**src/vpbc_pkg.sv**
```systemverilog
package vpbc_pkg;

  localparam int FIX_FRAC = 16;
  localparam int NUM_W    = 66;   // numerator magnitude width, headroom kept
  localparam int DEN_W    = 33;   // |w| magnitude width

  typedef enum logic [1:0] {
    REG_X_SCALE      = 2'd0,
    REG_Y_SCALE      = 2'd1,
    REG_DEPTH_SCALE  = 2'd2,
    REG_DEPTH_OFFSET = 2'd3
  } reg_idx_t;

  typedef struct packed {
    logic signed [31:0] vertex_x;
    logic signed [31:0] vertex_y;
    logic signed [31:0] vertex_z;
    logic               last_in_face;
  } in_beat_t;

  typedef struct packed {
    logic signed [31:0] ndc_x;
    logic signed [31:0] ndc_y;
    logic signed [31:0] ndc_z;
    logic               outside_frustum;
    logic               w_was_zero;
    logic               face_end;
    logic               face_cull;
  } out_beat_t;

  // Work handed from the front end to the divide/cull back end.
  typedef struct packed {
    logic signed [64:0] num_x;
    logic signed [64:0] num_y;
    logic signed [64:0] num_z;
    logic signed [32:0] den;
    logic               wzero;
    logic               last;
  } job_t;

  typedef enum logic [1:0] {
    ST_IDLE = 2'd0,
    ST_DIV  = 2'd1,
    ST_AREA = 2'd2,
    ST_DONE = 2'd3
  } be_state_t;

endpackage

```
**src/vpbc_fifo.sv**
```systemverilog
module vpbc_fifo (
  input  logic            clk,
  input  logic            rst_n,
  input  logic            wr_valid,
  output logic            wr_ready,
  input  vpbc_pkg::job_t  wr_data,
  output logic            rd_valid,
  input  logic            rd_ready,
  output vpbc_pkg::job_t  rd_data
);
  import vpbc_pkg::*;

  // Two-entry queue.
  job_t       mem_r [2];
  logic       wp_r, rp_r;
  logic [1:0] cnt_r;
  logic       wr, rd;

  assign wr_ready = (cnt_r != 2'd2);
  assign rd_valid = (cnt_r != 2'd0);
  assign rd_data  = mem_r[rp_r];
  assign wr = wr_valid && wr_ready;
  assign rd = rd_valid && rd_ready;

  always_ff @(posedge clk) begin
    if (!rst_n) begin
      wp_r  <= 1'b0;
      rp_r  <= 1'b0;
      cnt_r <= 2'd0;
    end else begin
      if (wr) wp_r <= ~wp_r;
      if (rd) rp_r <= ~rp_r;
      cnt_r <= cnt_r + 2'(wr) - 2'(rd);
    end
    if (wr) mem_r[wp_r] <= wr_data;
  end
endmodule

```
**config.mk**
```make
export PLATFORM = sky130hd
export DESIGN_NAME = vpbc_fifo
export DESIGN_NICKNAME = d
export VERILOG_FILES = /design/src/vpbc_pkg.sv /design/src/vpbc_fifo.sv
export SDC_FILE = /design/constraint.sdc
export NUM_CORES = 1
export LEC_CHECK = 0
export BUFFER_PORTS_ARGS = -buffer_cell sky130_fd_sc_hd__buf_2
export CELL_PAD_IN_SITES_DETAIL_PLACEMENT = 1
export CELL_PAD_IN_SITES_GLOBAL_PLACEMENT = 2
export CORE_ASPECT_RATIO = 1.25
export CORE_UTILIZATION = 35
export CTS_CLUSTER_DIAMETER = 200
export DETAILED_ROUTE_END_ITERATION = 7
export PLACE_DENSITY = 0.82
export SYNTH_ARGS = -nofsm -noshare
export SYNTH_HDL_FRONTEND = slang
export SYNTH_SLANG_ARGS = --single-unit
```
**constraint.sdc**
```tcl
create_clock -name clk -period 26 [get_ports clk]
set_clock_uncertainty 0.2 [all_clocks]
set_input_delay 5.2 -clock clk [delete_from_list [all_inputs] [get_ports clk]]
set_output_delay 5.2 -clock clk [all_outputs]
set_load 0.02 [all_outputs]
```
Yosys cells after proc, flatten, opt, wreduce, memory -nomap -nowiden
Memories as Yosys holds them, arrays and structs flattened. A register that Yosys moved wholly into a read port is not among the register bits.
Index checks and enable logic that the tools add are counted.
{"block": "totals", "ff_bits": 4, "ram_bits": 460, "input_bits": 234, "output_inout_bits": 232, "wordCells": 16, "memories": 1}
{"memory": "mem_r", "words": 2, "width": 230, "rd": 1, "rd_clocked_by_memory_dff": 1, "wr": 1, "line": "vpbc_fifo.sv:14", "rtl": "job_t mem_r [2];"}
{"block": "op_classes", "n_addsub": 2, "n_eq_ne": 1, "muxes": 4, "bitwise": 2, "reduce_logical": 3}
{"op": "1-bit two-way mux", "n": 4}
{"op": "2-bit by 1-bit adder with 2-bit output", "n": 1}
{"op": "1-bit logical AND", "n": 2}
{"op": "2-bit != test (second input constant)", "n": 1}
{"op": "1-bit inverter", "n": 2}
{"op": "2-bit nonzero test", "n": 1}
{"op": "2-bit by 1-bit subtractor with 2-bit output", "n": 1}

Longest topological paths before layout
Gate-level depths: netlist (run 1).
{"block": "logic_depth", "word_depth": 4, "ltp_mapped": 8, "depth_no_buf": 8}

Worst setup path after synthesis (run 1)
Ideal clock, no wire load.
{"block": "synth_path", "path_type": "input to register", "start": "input port wr_valid", "end": "memory mem_r[0][0] (netlist name) (enable)", "setup_ns": 0.825, "arrival_ns": 14.830, "t_required_ns": 24.975, "path_slack_ns": 10.145, "cell_stages": 2, "n_path_buf": 0, "cell_sequence": "nand2_1 -> nor2_1"}
{"block": "synth_between", "elab_chain_cells": 3}
{"element": "start, declared", "line": "vpbc_fifo.sv:4", "rtl": "input logic wr_valid,"}
{"element": "1-bit logical AND", "line": "vpbc_fifo.sv:22", "rtl": "assign wr = wr_valid && wr_ready;"}
{"element": "1-bit two-way mux", "line": "vpbc_fifo.sv:35", "rtl": "if (wr) mem_r[wp_r] <= wr_data;"}
{"element": "1-bit two-way mux (not written as such)", "line": "vpbc_fifo.sv:35"}
{"element": "end, declared", "line": "vpbc_fifo.sv:14"}
Every way passes these cells.

==> impl_metrics.toml, run 1 <==
[cts]
cts_sinks = 465
root_buffer = "clkbuf_16"
cts_max_level = 2
post_cts_buffers = 0
cts_buffers = 45
clockBufferDepth = 3
cts_resized = 0
cts.clk_slew.worst_paths_ps = 60
insertion_delay_ps = 550
holdBufCountCts = 0
cts_tree = "built"

[sta]
period_needed_ps = 8982
slew_viol_final = 0
rsz0062_at_grt = "false"
fin_crit_sh_pct = 34.55
slew_headroom_pct = 21.38
setup-tns-final_ps = 0
setup_viol = 0
hold_violations = 0
clock.fmax_mhz = 111.3
max_slew.worst_pin.slew_ps = 1179

[setup_path]
worstPathRequired_ps = 20600
critPathMaxStageDelay_ps = 890
crit_chain = "buf_4 > buf_4 > mux2_4 > buf_2"
crit_arrival_ps = 3580
path_max_fanout = 57
slowest_stage = "buf_4"
crit_type = "reg -> out"
cpMostUsedCell = "buf_4"
start_kind = "flop"
cp-end-kind = "primary output"
r2r_slack_ps = 22640

[drt]
drt_iter0_drc = 340
drc_errors = 0
drt-met1-wl_um = 14230
wire_per_inst_um = 20.08
viasPerCell = 4.516
ant_nets = 0
routed_wirelength_um = 38690
via_count = 8703
wl_met2_um = 20850
wl_met3_um = 2640
drt_first_pass_iters = 4
highest_layer = "met4"

[grt]
grt-ovfl-total = 0
grtUsageTotal_pct = 14.09
grt_pass1_wl_um = 54900
grt_max_degree = 163
grt_pass1_vias = 9289
antenna_found_initial = 8

[placed_design]
routabilityCongestion = 0.7981
portBuffers = 465
dp_hpwl_um = 26380

[cells_and_area]
area_delta_synth_final_pct = 23.12
nets = 1471
drive_gt1_share_pct = 60.75

[synthesis]
syn_area_mm2 = 0.01785
synth_seq_cells = 465
yosys-top-cells-area = "edfxtp_1 (77%), mux2_4 (17%), buf_12 (2.5%)"
yosys-top-cells-count = "edfxtp_1 (460), mux2_4 (200), mux2_2 (30)"
syn_nets = 976
yosysTopAreaCellShare_pct = 77.37
synth-edff-count = 460
synth_area_leader_cell = "edfxtp_1"
avgSynthCellArea_um2 = 24.13
yosys_warnings = 0
synth_cells = 740
synth-async-reset-ratio_pct = 0
synth.most_common_cell = "edfxtp_1"
synth.lib_cells_used.distinct = 19
ys_seq_area_share_pct = 77.93
synth_flop_cell = "edfxtp_1"

[power_and_ir_drop]
power_frac_clock_pct = 27.5
p_sw_share_pct = 29.29
power.total_w = 0.002201
seq_power_share_pct = 44.3
p_int_w = 0.001556
p_leak_nw = 8.469
powerDensity_mw_per_mm2 = 100.1
p_switching_w = 0.0006447
ir_worst_vdd_v = 0.00006944
combinationalPowerShare_pct = 28.1

[die]
io_pins = 466
dieArea_mm2 = 0.05193
start_util_pct = 35.41
dieHeight_um = 254.5
core_mm2 = 0.05042
die_w_um = 204.0
rows = 92

[status]
status = "finished clean"

[job]
drv_cap = 0

[min_path]
hold_class = "reg -> reg"
[cell families (layout without fill, tap and decap cells)]
group / after synthesis / in the layout / synth area share [%]
buffers and inverters: 27 / 548 / 2.635
muxes: 231 / 231 / 18.77
adders and majority gates: 2 / 2 / 0.1401
AOI/OAI and AO/OA: 1 / 1 / 0.04206
DFF: 465 / 465 / 77.93
other: 0 / 8 / 0
and+or+nand+nor: 11 / 11 / 0.3434
xor gates and xnor gates: 3 / 3 / 0.1472
[routing by layer]
layer / vias up / GRT usage (%)
met5: - / 0
met4: 0 / 5.757
met3: 54 / 4.063
met2: 302 / 25.27
met1: 4406 / 15.56
li1: 3941 / -
[through the flow]
step | utilization [%] | area [um2] | setup slack [ps] | hold WS, ps | std cells
floorplan | - | 17850 | 10140 | 254.9 | 740
global placement | 40.93 | 20630 | 17670 | 307.8 | 1846
detailed placement | 40.93 | 20630 | 17580 | 336.2 | 1846
CTS | 43.56 | 21960 | 16960 | 343.0 | 1919
global route | 43.60 | 21980 | 16810 | 374.1 | 1927
finish | 43.60 | 21980 | 17020 | 337.7 | 1927
[cells in the final DEF (no fill, tap or decap)]
master | synthesis | final
ha_1 | 2 | 2
dfxtp_4 | 0 | 1
or2_2 | 1 | 1
edfxtp_1 | 460 | 460
o21a_1 | 1 | 1
clkinvlp_4 | 0 | 2
diode_2 | 0 | 8
nor2_4 | 0 | 1
mux2_4 | 200 | 200
and2_1 | 2 | 2
mux2_2 | 30 | 30
and3_4 | 0 | 1
nand2_1 | 2 | 2
buf_12 | 22 | 1
mux2i_1 | 1 | 1
bufinv_16 | 0 | 3
nand2b_1 | 2 | 2
nor2b_1 | 2 | 2
dfxtp_1 | 5 | 4
inv_1 | 1 | 1
buf_4 | 0 | 8
clkinv_1 | 0 | 4
clkinv_2 | 0 | 8
clkbuf_1 | 0 | 11
buf_2 | 3 | 465
clkbuf_16 | 0 | 45
xnor2_1 | 3 | 3
[layout make-up]
type	count	area, um2
clock inverters	17	160.2
clock buffers	56	1167
inverters	1	3.754
repair buffers	474	2407
well taps	658	823.3
fillers	4941	28440
multi-input cells	248	3483
flip-flops and latches	465	13920
diodes	8	20.02
[power by group through the flow]
stage                     sequential, W  combinational (W)  clock (W)
after floorplan                 0.00101           0.000488          0
after global placement         0.000986           0.000619          0
after detailed placement       0.000993           0.000628          0
after CTS                      0.000977           0.000630   0.000627
after global routing           0.000984           0.000655   0.000650
final                          0.000976           0.000619   0.000606
[sequential cells by signal, indices dropped and copies added (netlist names), named ones only]
name,count
wp_r,1
cnt_r,2
rp_r,1
mem_r,460
[worst max-delay path: cells and delay by family (launching register included)]
| family | cells | cell delay [ps] |
|---|---|---|
| DFF | 1 | 610 |
| buffers and inverters | 3 | 1920 |
| muxes | 1 | 350 |
[final timing paths]
kind,from,end,depth (start not counted)
max,flop,rd_data[36],4
min,wp_r,wp_r,2
max reg2reg,cnt_r[0],mem_r[1][193],4
min reg2reg,wp_r,wp_r,2
Note: power is estimated with default switching activity, not from simulation.
==> run 2, diff against run 1 <==
PLACE_DENSITY = 0.85   (was 0.82)
clock period = 7.35 ns   (was 26 ns; I/O delays follow)
==> run 2 against run 1 <==
Sequential cell count unchanged; cell count rose by 0.57%; sequential power rose to 3.5 times the previous value; global-route usage is 0.57 points higher; die area unchanged; non-clock buffer count fell by 1; hold slack got worse by 8.8 ps; first-iteration DRC count is 3.2% higher; design area grew 1.6%; sequential share of layout area is 0.98 points lower; worst setup slack got worse by 14000 ps; power grew to 3.7 times the previous value.
==> impl_metrics.toml, run 2 (same netlist as run 1, synthesis figures left out) <==
[setup_path]
start_kind = "flop"
worstPathRequired_ps = 5680
crit_type = "reg -> out"
cp-end-kind = "primary output"
path_max_fanout = 58
reg2reg_from = "cnt_r[0]"
crit_arrival_ps = 2750

[sta]
slew_viol_final = 0
setup_viol = 0
max_slew.worst_pin.slew_ps = 1277
clock.fmax_mhz = 226.1
fin_crit_sh_pct = 60.17
hold_violations = 0
slew_headroom_pct = 14.87
rsz0062_at_grt = "false"
period_needed_ps = 4422
setup-tns-final_ps = 0

[cts]
cts_resized = 0
clockBufferDepth = 3
cts_sinks = 465
root_buffer = "clkbuf_16"
cts_tree = "built"
post_cts_buffers = 0
cts_max_level = 2
cts_buffers = 47
holdBufCountCts = 0
insertion_delay_ps = 560
cts.clk_slew.worst_paths_ps = 60

[drt]
via_count = 8642
drt_iter0_drc = 351
routed_wirelength_um = 40070
drc_errors = 0
ant_nets = 0
wire_per_inst_um = 20.68
viasPerCell = 4.459
drt_first_pass_iters = 4

[cells_and_area]
reg.largest.list = "mem_r: 460 flops, cnt_r: 2 flops"
largest-register = "mem_r"
fillers = 4943
layout_common_cells = "buf_2 (465), edfxtp_1 (460), mux2_4 (200)"
layout_commonest_cell = "buf_2"
instances_no_fill = 1938
fin_area_mm2 = 0.02233
nets = 1472
drive_gt1_share_pct = 61.24
area_delta_synth_final_pct = 25.05
largest_reg_flops = 460

[grt]
grt_pass1_wl_um = 56480
grt_pass1_vias = 9411
grt_max_degree = 174
grt-ovfl-total = 0
grtUsageTotal_pct = 14.65
antenna_found_initial = 13

[min_path]
hold_class = "reg -> reg"
hold_start = "wp_r"

[power_and_ir_drop]
powerDensity_mw_per_mm2 = 366.1
p_leak_nw = 8.600
ir_worst_vdd_v = 0.0002083

[die]
io_pins = 466
die_w_um = 204.0
dieArea_mm2 = 0.05193
start_util_pct = 35.41
dieHeight_um = 254.5
rows = 92
core_mm2 = 0.05042

[placed_design]
portBuffers = 465
dp.cells = 1845
routabilityCongestion = 0.8043
dpl_cell_area_mm2 = 0.02066
dp_hpwl_um = 27360

[status]
status = "finished clean"

[job]
drv_cap = 0
run 2: routing by layer:
metal	up-vias	GRT usage (%)	part of all wire [%]
met5	-	0	0.10
met4	8	6.290	3.0
met3	83	5.047	7.7
met2	309	26.53	53
met1	4293	15.31	36
li1	3949	-	-
run 2: area by class of cell:
cell class / count / area [um2] / share of cell area [%]
diodes: 8 / 20.02 / 0.08966
inverters: 1 / 3.754 / 0.01681
flip-flops and latches: 465 / 13920 / 62.33
clock buffers: 55 / 1249 / 5.593
clock inverters: 30 / 394.1 / 1.765
multi-input cells: 248 / 3483 / 15.60
repair buffers: 473 / 2437 / 10.92
well taps: 658 / 823.3 / 3.687
run 2: worst max-delay path: stages, from the launching register on:
cell and delay, ps:
dfxtp_4 690, buf_4 850, mux2_2 420, buf_2 160
run 2: path summary, 6_finish.rpt:
| check | end | slack, ps | depth (start not counted) |
|---|---|---|---|
| max reg2reg | mem_r[1][128] | 4820 | 3 |
| min | wp_r | 330 | 2 |
| max | rd_data[1] | 2930 | 3 |
| min reg2reg | wp_r | 330 | 2 |
run 2: power breakdown:
group	leakage (nW)	switching [W]	internal [W]
combinational	3.49	0.00124	0.000947
sequential	4.34	0.000122	0.00334
clock	0.775	0.000990	0.00153
total	8.60	0.00236	0.00582
run 2: through the flow:
step | power (W) | util [%] | worst slack, ps | hold slack (ps)
detailed placement | 0.005734 | 40.99 | 3506 | 329.5
global route | 0.008464 | 44.28 | 2802 | 353.4
finish | 0.008175 | 44.28 | 2928 | 328.9
CTS | 0.008286 | 44.25 | 2868 | 335.3
floorplan | 0.005214 | - | 1708 | 288.0
global placement | 0.005673 | 40.99 | 3570 | 305.8
==> run 3, diff against run 2 <==
ABC_AREA = 1   (was default)
PLACE_DENSITY = 0.82   (was 0.85)
clock period = 4.1 ns   (was 7.35 ns; I/O delays follow)
==> run 3 against run 2 <==
First-iteration DRC count is 4.0% higher; design area up 0.19%; sequential cell count stayed put; critical path depth increased by 1; core utilization increased by 0.084 points; hold slack worse by 87 ps; worst setup slack got worse by 2100 ps; power is 76% higher; sequential share of layout area is 0.12 points lower; largest cell class unchanged; largest power group unchanged.
==> impl_metrics.toml, run 3 <==
[sta]
max_slew.worst_pin.slew_ps = 832.8
fin_crit_sh_pct = 79.24
setup-tns-final_ps = 0
clock.fmax_mhz = 307.8
rsz0062_at_grt = "false"
setup_viol = 0
final.setup.worst_slack_ps = 851.2
slew_viol_final = 0
period_needed_ps = 3249
slew_headroom_pct = 44.48
hold_violations = 0

[drt]
ant_nets = 0
highest_layer = "met5"
wl_met3_um = 2754
drc_errors = 0
drt-met1-wl_um = 15120
viasPerCell = 4.489
wire_per_inst_um = 20.41
via_count = 8794
drt_iter0_drc = 365
wl_met2_um = 20470
routed_wirelength_um = 39980
drt_first_pass_iters = 4

[cts]
cts_max_level = 2
cts_buffers = 46
insertion_delay_ps = 560
cts_sinks = 465
cts_resized = 0
cts_tree = "built"
clockBufferDepth = 3
post_cts_buffers = 0
root_buffer = "clkbuf_16"
holdBufCountCts = 0
cts.clk_slew.worst_paths_ps = 60

[power_and_ir_drop]
powerDensity_mw_per_mm2 = 641.8
ir_worst_vdd_v = 0.0003969
p_leak_nw = 8.673

[grt]
antenna_found_initial = 10
grt_max_degree = 125
grt_pass1_vias = 9520
grt_pass1_wl_um = 56780
grt-ovfl-total = 0
grtUsageTotal_pct = 14.64

[synthesis]
synth_seq_cells = 465
synth_cells = 752
syn_nets = 988
yosys-top-cells-area = "edfxtp_1 (77%), mux2_4 (17%), buf_12 (2.5%)"
syn_area_mm2 = 0.01786
synth.lib_cells_used.distinct = 13
ys_seq_area_share_pct = 77.90
synth-async-reset-ratio_pct = 0
synth_flop_cell = "edfxtp_1"
synth_area_leader_cell = "edfxtp_1"
yosys_warnings = 0
yosys-top-cells-count = "edfxtp_1 (460), mux2_4 (200), mux2_2 (30)"
synth-edff-count = 460
synth.most_common_cell = "edfxtp_1"
avgSynthCellArea_um2 = 23.75
yosysTopAreaCellShare_pct = 77.34

[cells_and_area]
area_delta_synth_final_pct = 25.25
drive_gt1_share_pct = 60.66
reg.largest.list = "mem_r: 460 flops, cnt_r: 2 flops"
fillers = 4919
layout_commonest_cell = "buf_2"
multi_input_area_mm2 = 0.003491
seq_area_mm2 = 0.01392
layout_common_cells = "buf_2 (465), edfxtp_1 (460), mux2_4 (200)"
fin_area_mm2 = 0.02237
nets = 1495
largest_reg_flops = 460
largest-register = "mem_r"

[die]
start_util_pct = 35.43
io_pins = 466
core_mm2 = 0.05042
die_w_um = 204.1
dieArea_mm2 = 0.05194
dieHeight_um = 254.6
rows = 92

[placed_design]
portBuffers = 465
dp_slack_ps = 1396
dpl_cell_area_mm2 = 0.02088
routabilityCongestion = 0.7703
dp_hpwl_um = 28040

[setup_path]
path_max_fanout = 28
r2r_slack_ps = 1920
r2r_cells = 5
critPathMaxStageDelay_ps = 560
reg2reg_from = "cnt_r[0]"
cpMostUsedCell = "buf_12"
slowest_stage = "dfxtp_4"
start_kind = "flop"
worstPathRequired_ps = 3080
timing.rr.end = "mem_r[1][60]"
cp-end-kind = "primary output"
crit_type = "reg -> out"
crit_chain = "buf_12 > buf_12 > mux2_2 > buf_2"
crit_arrival_ps = 2230

[status]
status = "finished clean"

[min_path]
whs_path_depth = 1
hold_start = "wr_data[209]"
min_to = "mem_r[1][209]"
hold_class = "in -> reg"

[job]
drv_cap = 0
-- run 3: cell families (layout without fill, tap and decap cells) --
group | Yosys count | in the layout | synth area share [%]
simple gates | 20 | 20 | 0.4413
flops | 465 | 465 | 77.90
mux | 230 | 230 | 18.70
buf+inv | 33 | 575 | 2.760
compound gates | 2 | 2 | 0.05604
other cells | 0 | 7 | 0
fa+ha+maj | 2 | 2 | 0.1401
-- run 3: layout make-up --
type | count | area share (%)
sequential | 465 | 62.21
tap | 658 | 3.680
clock inverter | 29 | 1.225
inverter | 7 | 0.1342
multi-input combinational | 254 | 15.60
timing repair buffer | 485 | 11.69
antenna | 7 | 0.07830
clock buffer | 54 | 5.375
-- run 3: where the power goes --
group          internal (W)  total [W]  switching [W]
clock network       0.00241    0.00416        0.00174
logic               0.00171    0.00398        0.00227
registers           0.00602    0.00622       0.000206
-- run 3: worst max-delay path by stage --
stage | startpoint | cells after the start | slack, ps | endpoint
after floorplan | wr_valid | 2 | -820 | mem_r[0][0]
after global placement | flop | 4 | 1410 | rd_data[23]
after detailed placement | flop | 4 | 1400 | rd_data[19]
after CTS | flop | 4 | 780 | rd_data[22]
after global routing | flop | 4 | 740 | rd_data[22]
final | flop | 4 | 850 | rd_data[22]
-- run 3: per-layer routing --
| layer | vias up | global-route usage (%) |
|---|---|---|
| met1 | 4364 | 16.44 |
| met2 | 330 | 25.45 |
| li1 | 4003 | - |
| met3 | 91 | 4.293 |
| met5 | - | 0 |
| met4 | 6 | 6.930 |
-- run 3: critical path, delay by kind of cell, from the launching register on --
| family | cells | cell delay, ps |
|---|---|---|
| buffers and inverters | 3 | 710 |
| flip-flops | 1 | 560 |
| multiplexers | 1 | 360 |
-- run 3: stage by stage --
stage | total power (W) | std cells | hold WS, ps | util [%]
global placement | 0.01025 | 1869 | 283.5 | 41.41
global route | 0.01492 | 1959 | 203.1 | 44.37
finish | 0.01436 | 1959 | 241.8 | 44.37
CTS | 0.01458 | 1952 | 195.9 | 44.33
floorplan | 0.009304 | 752 | 267.5 | -
detailed placement | 0.01037 | 1869 | 302.4 | 41.41
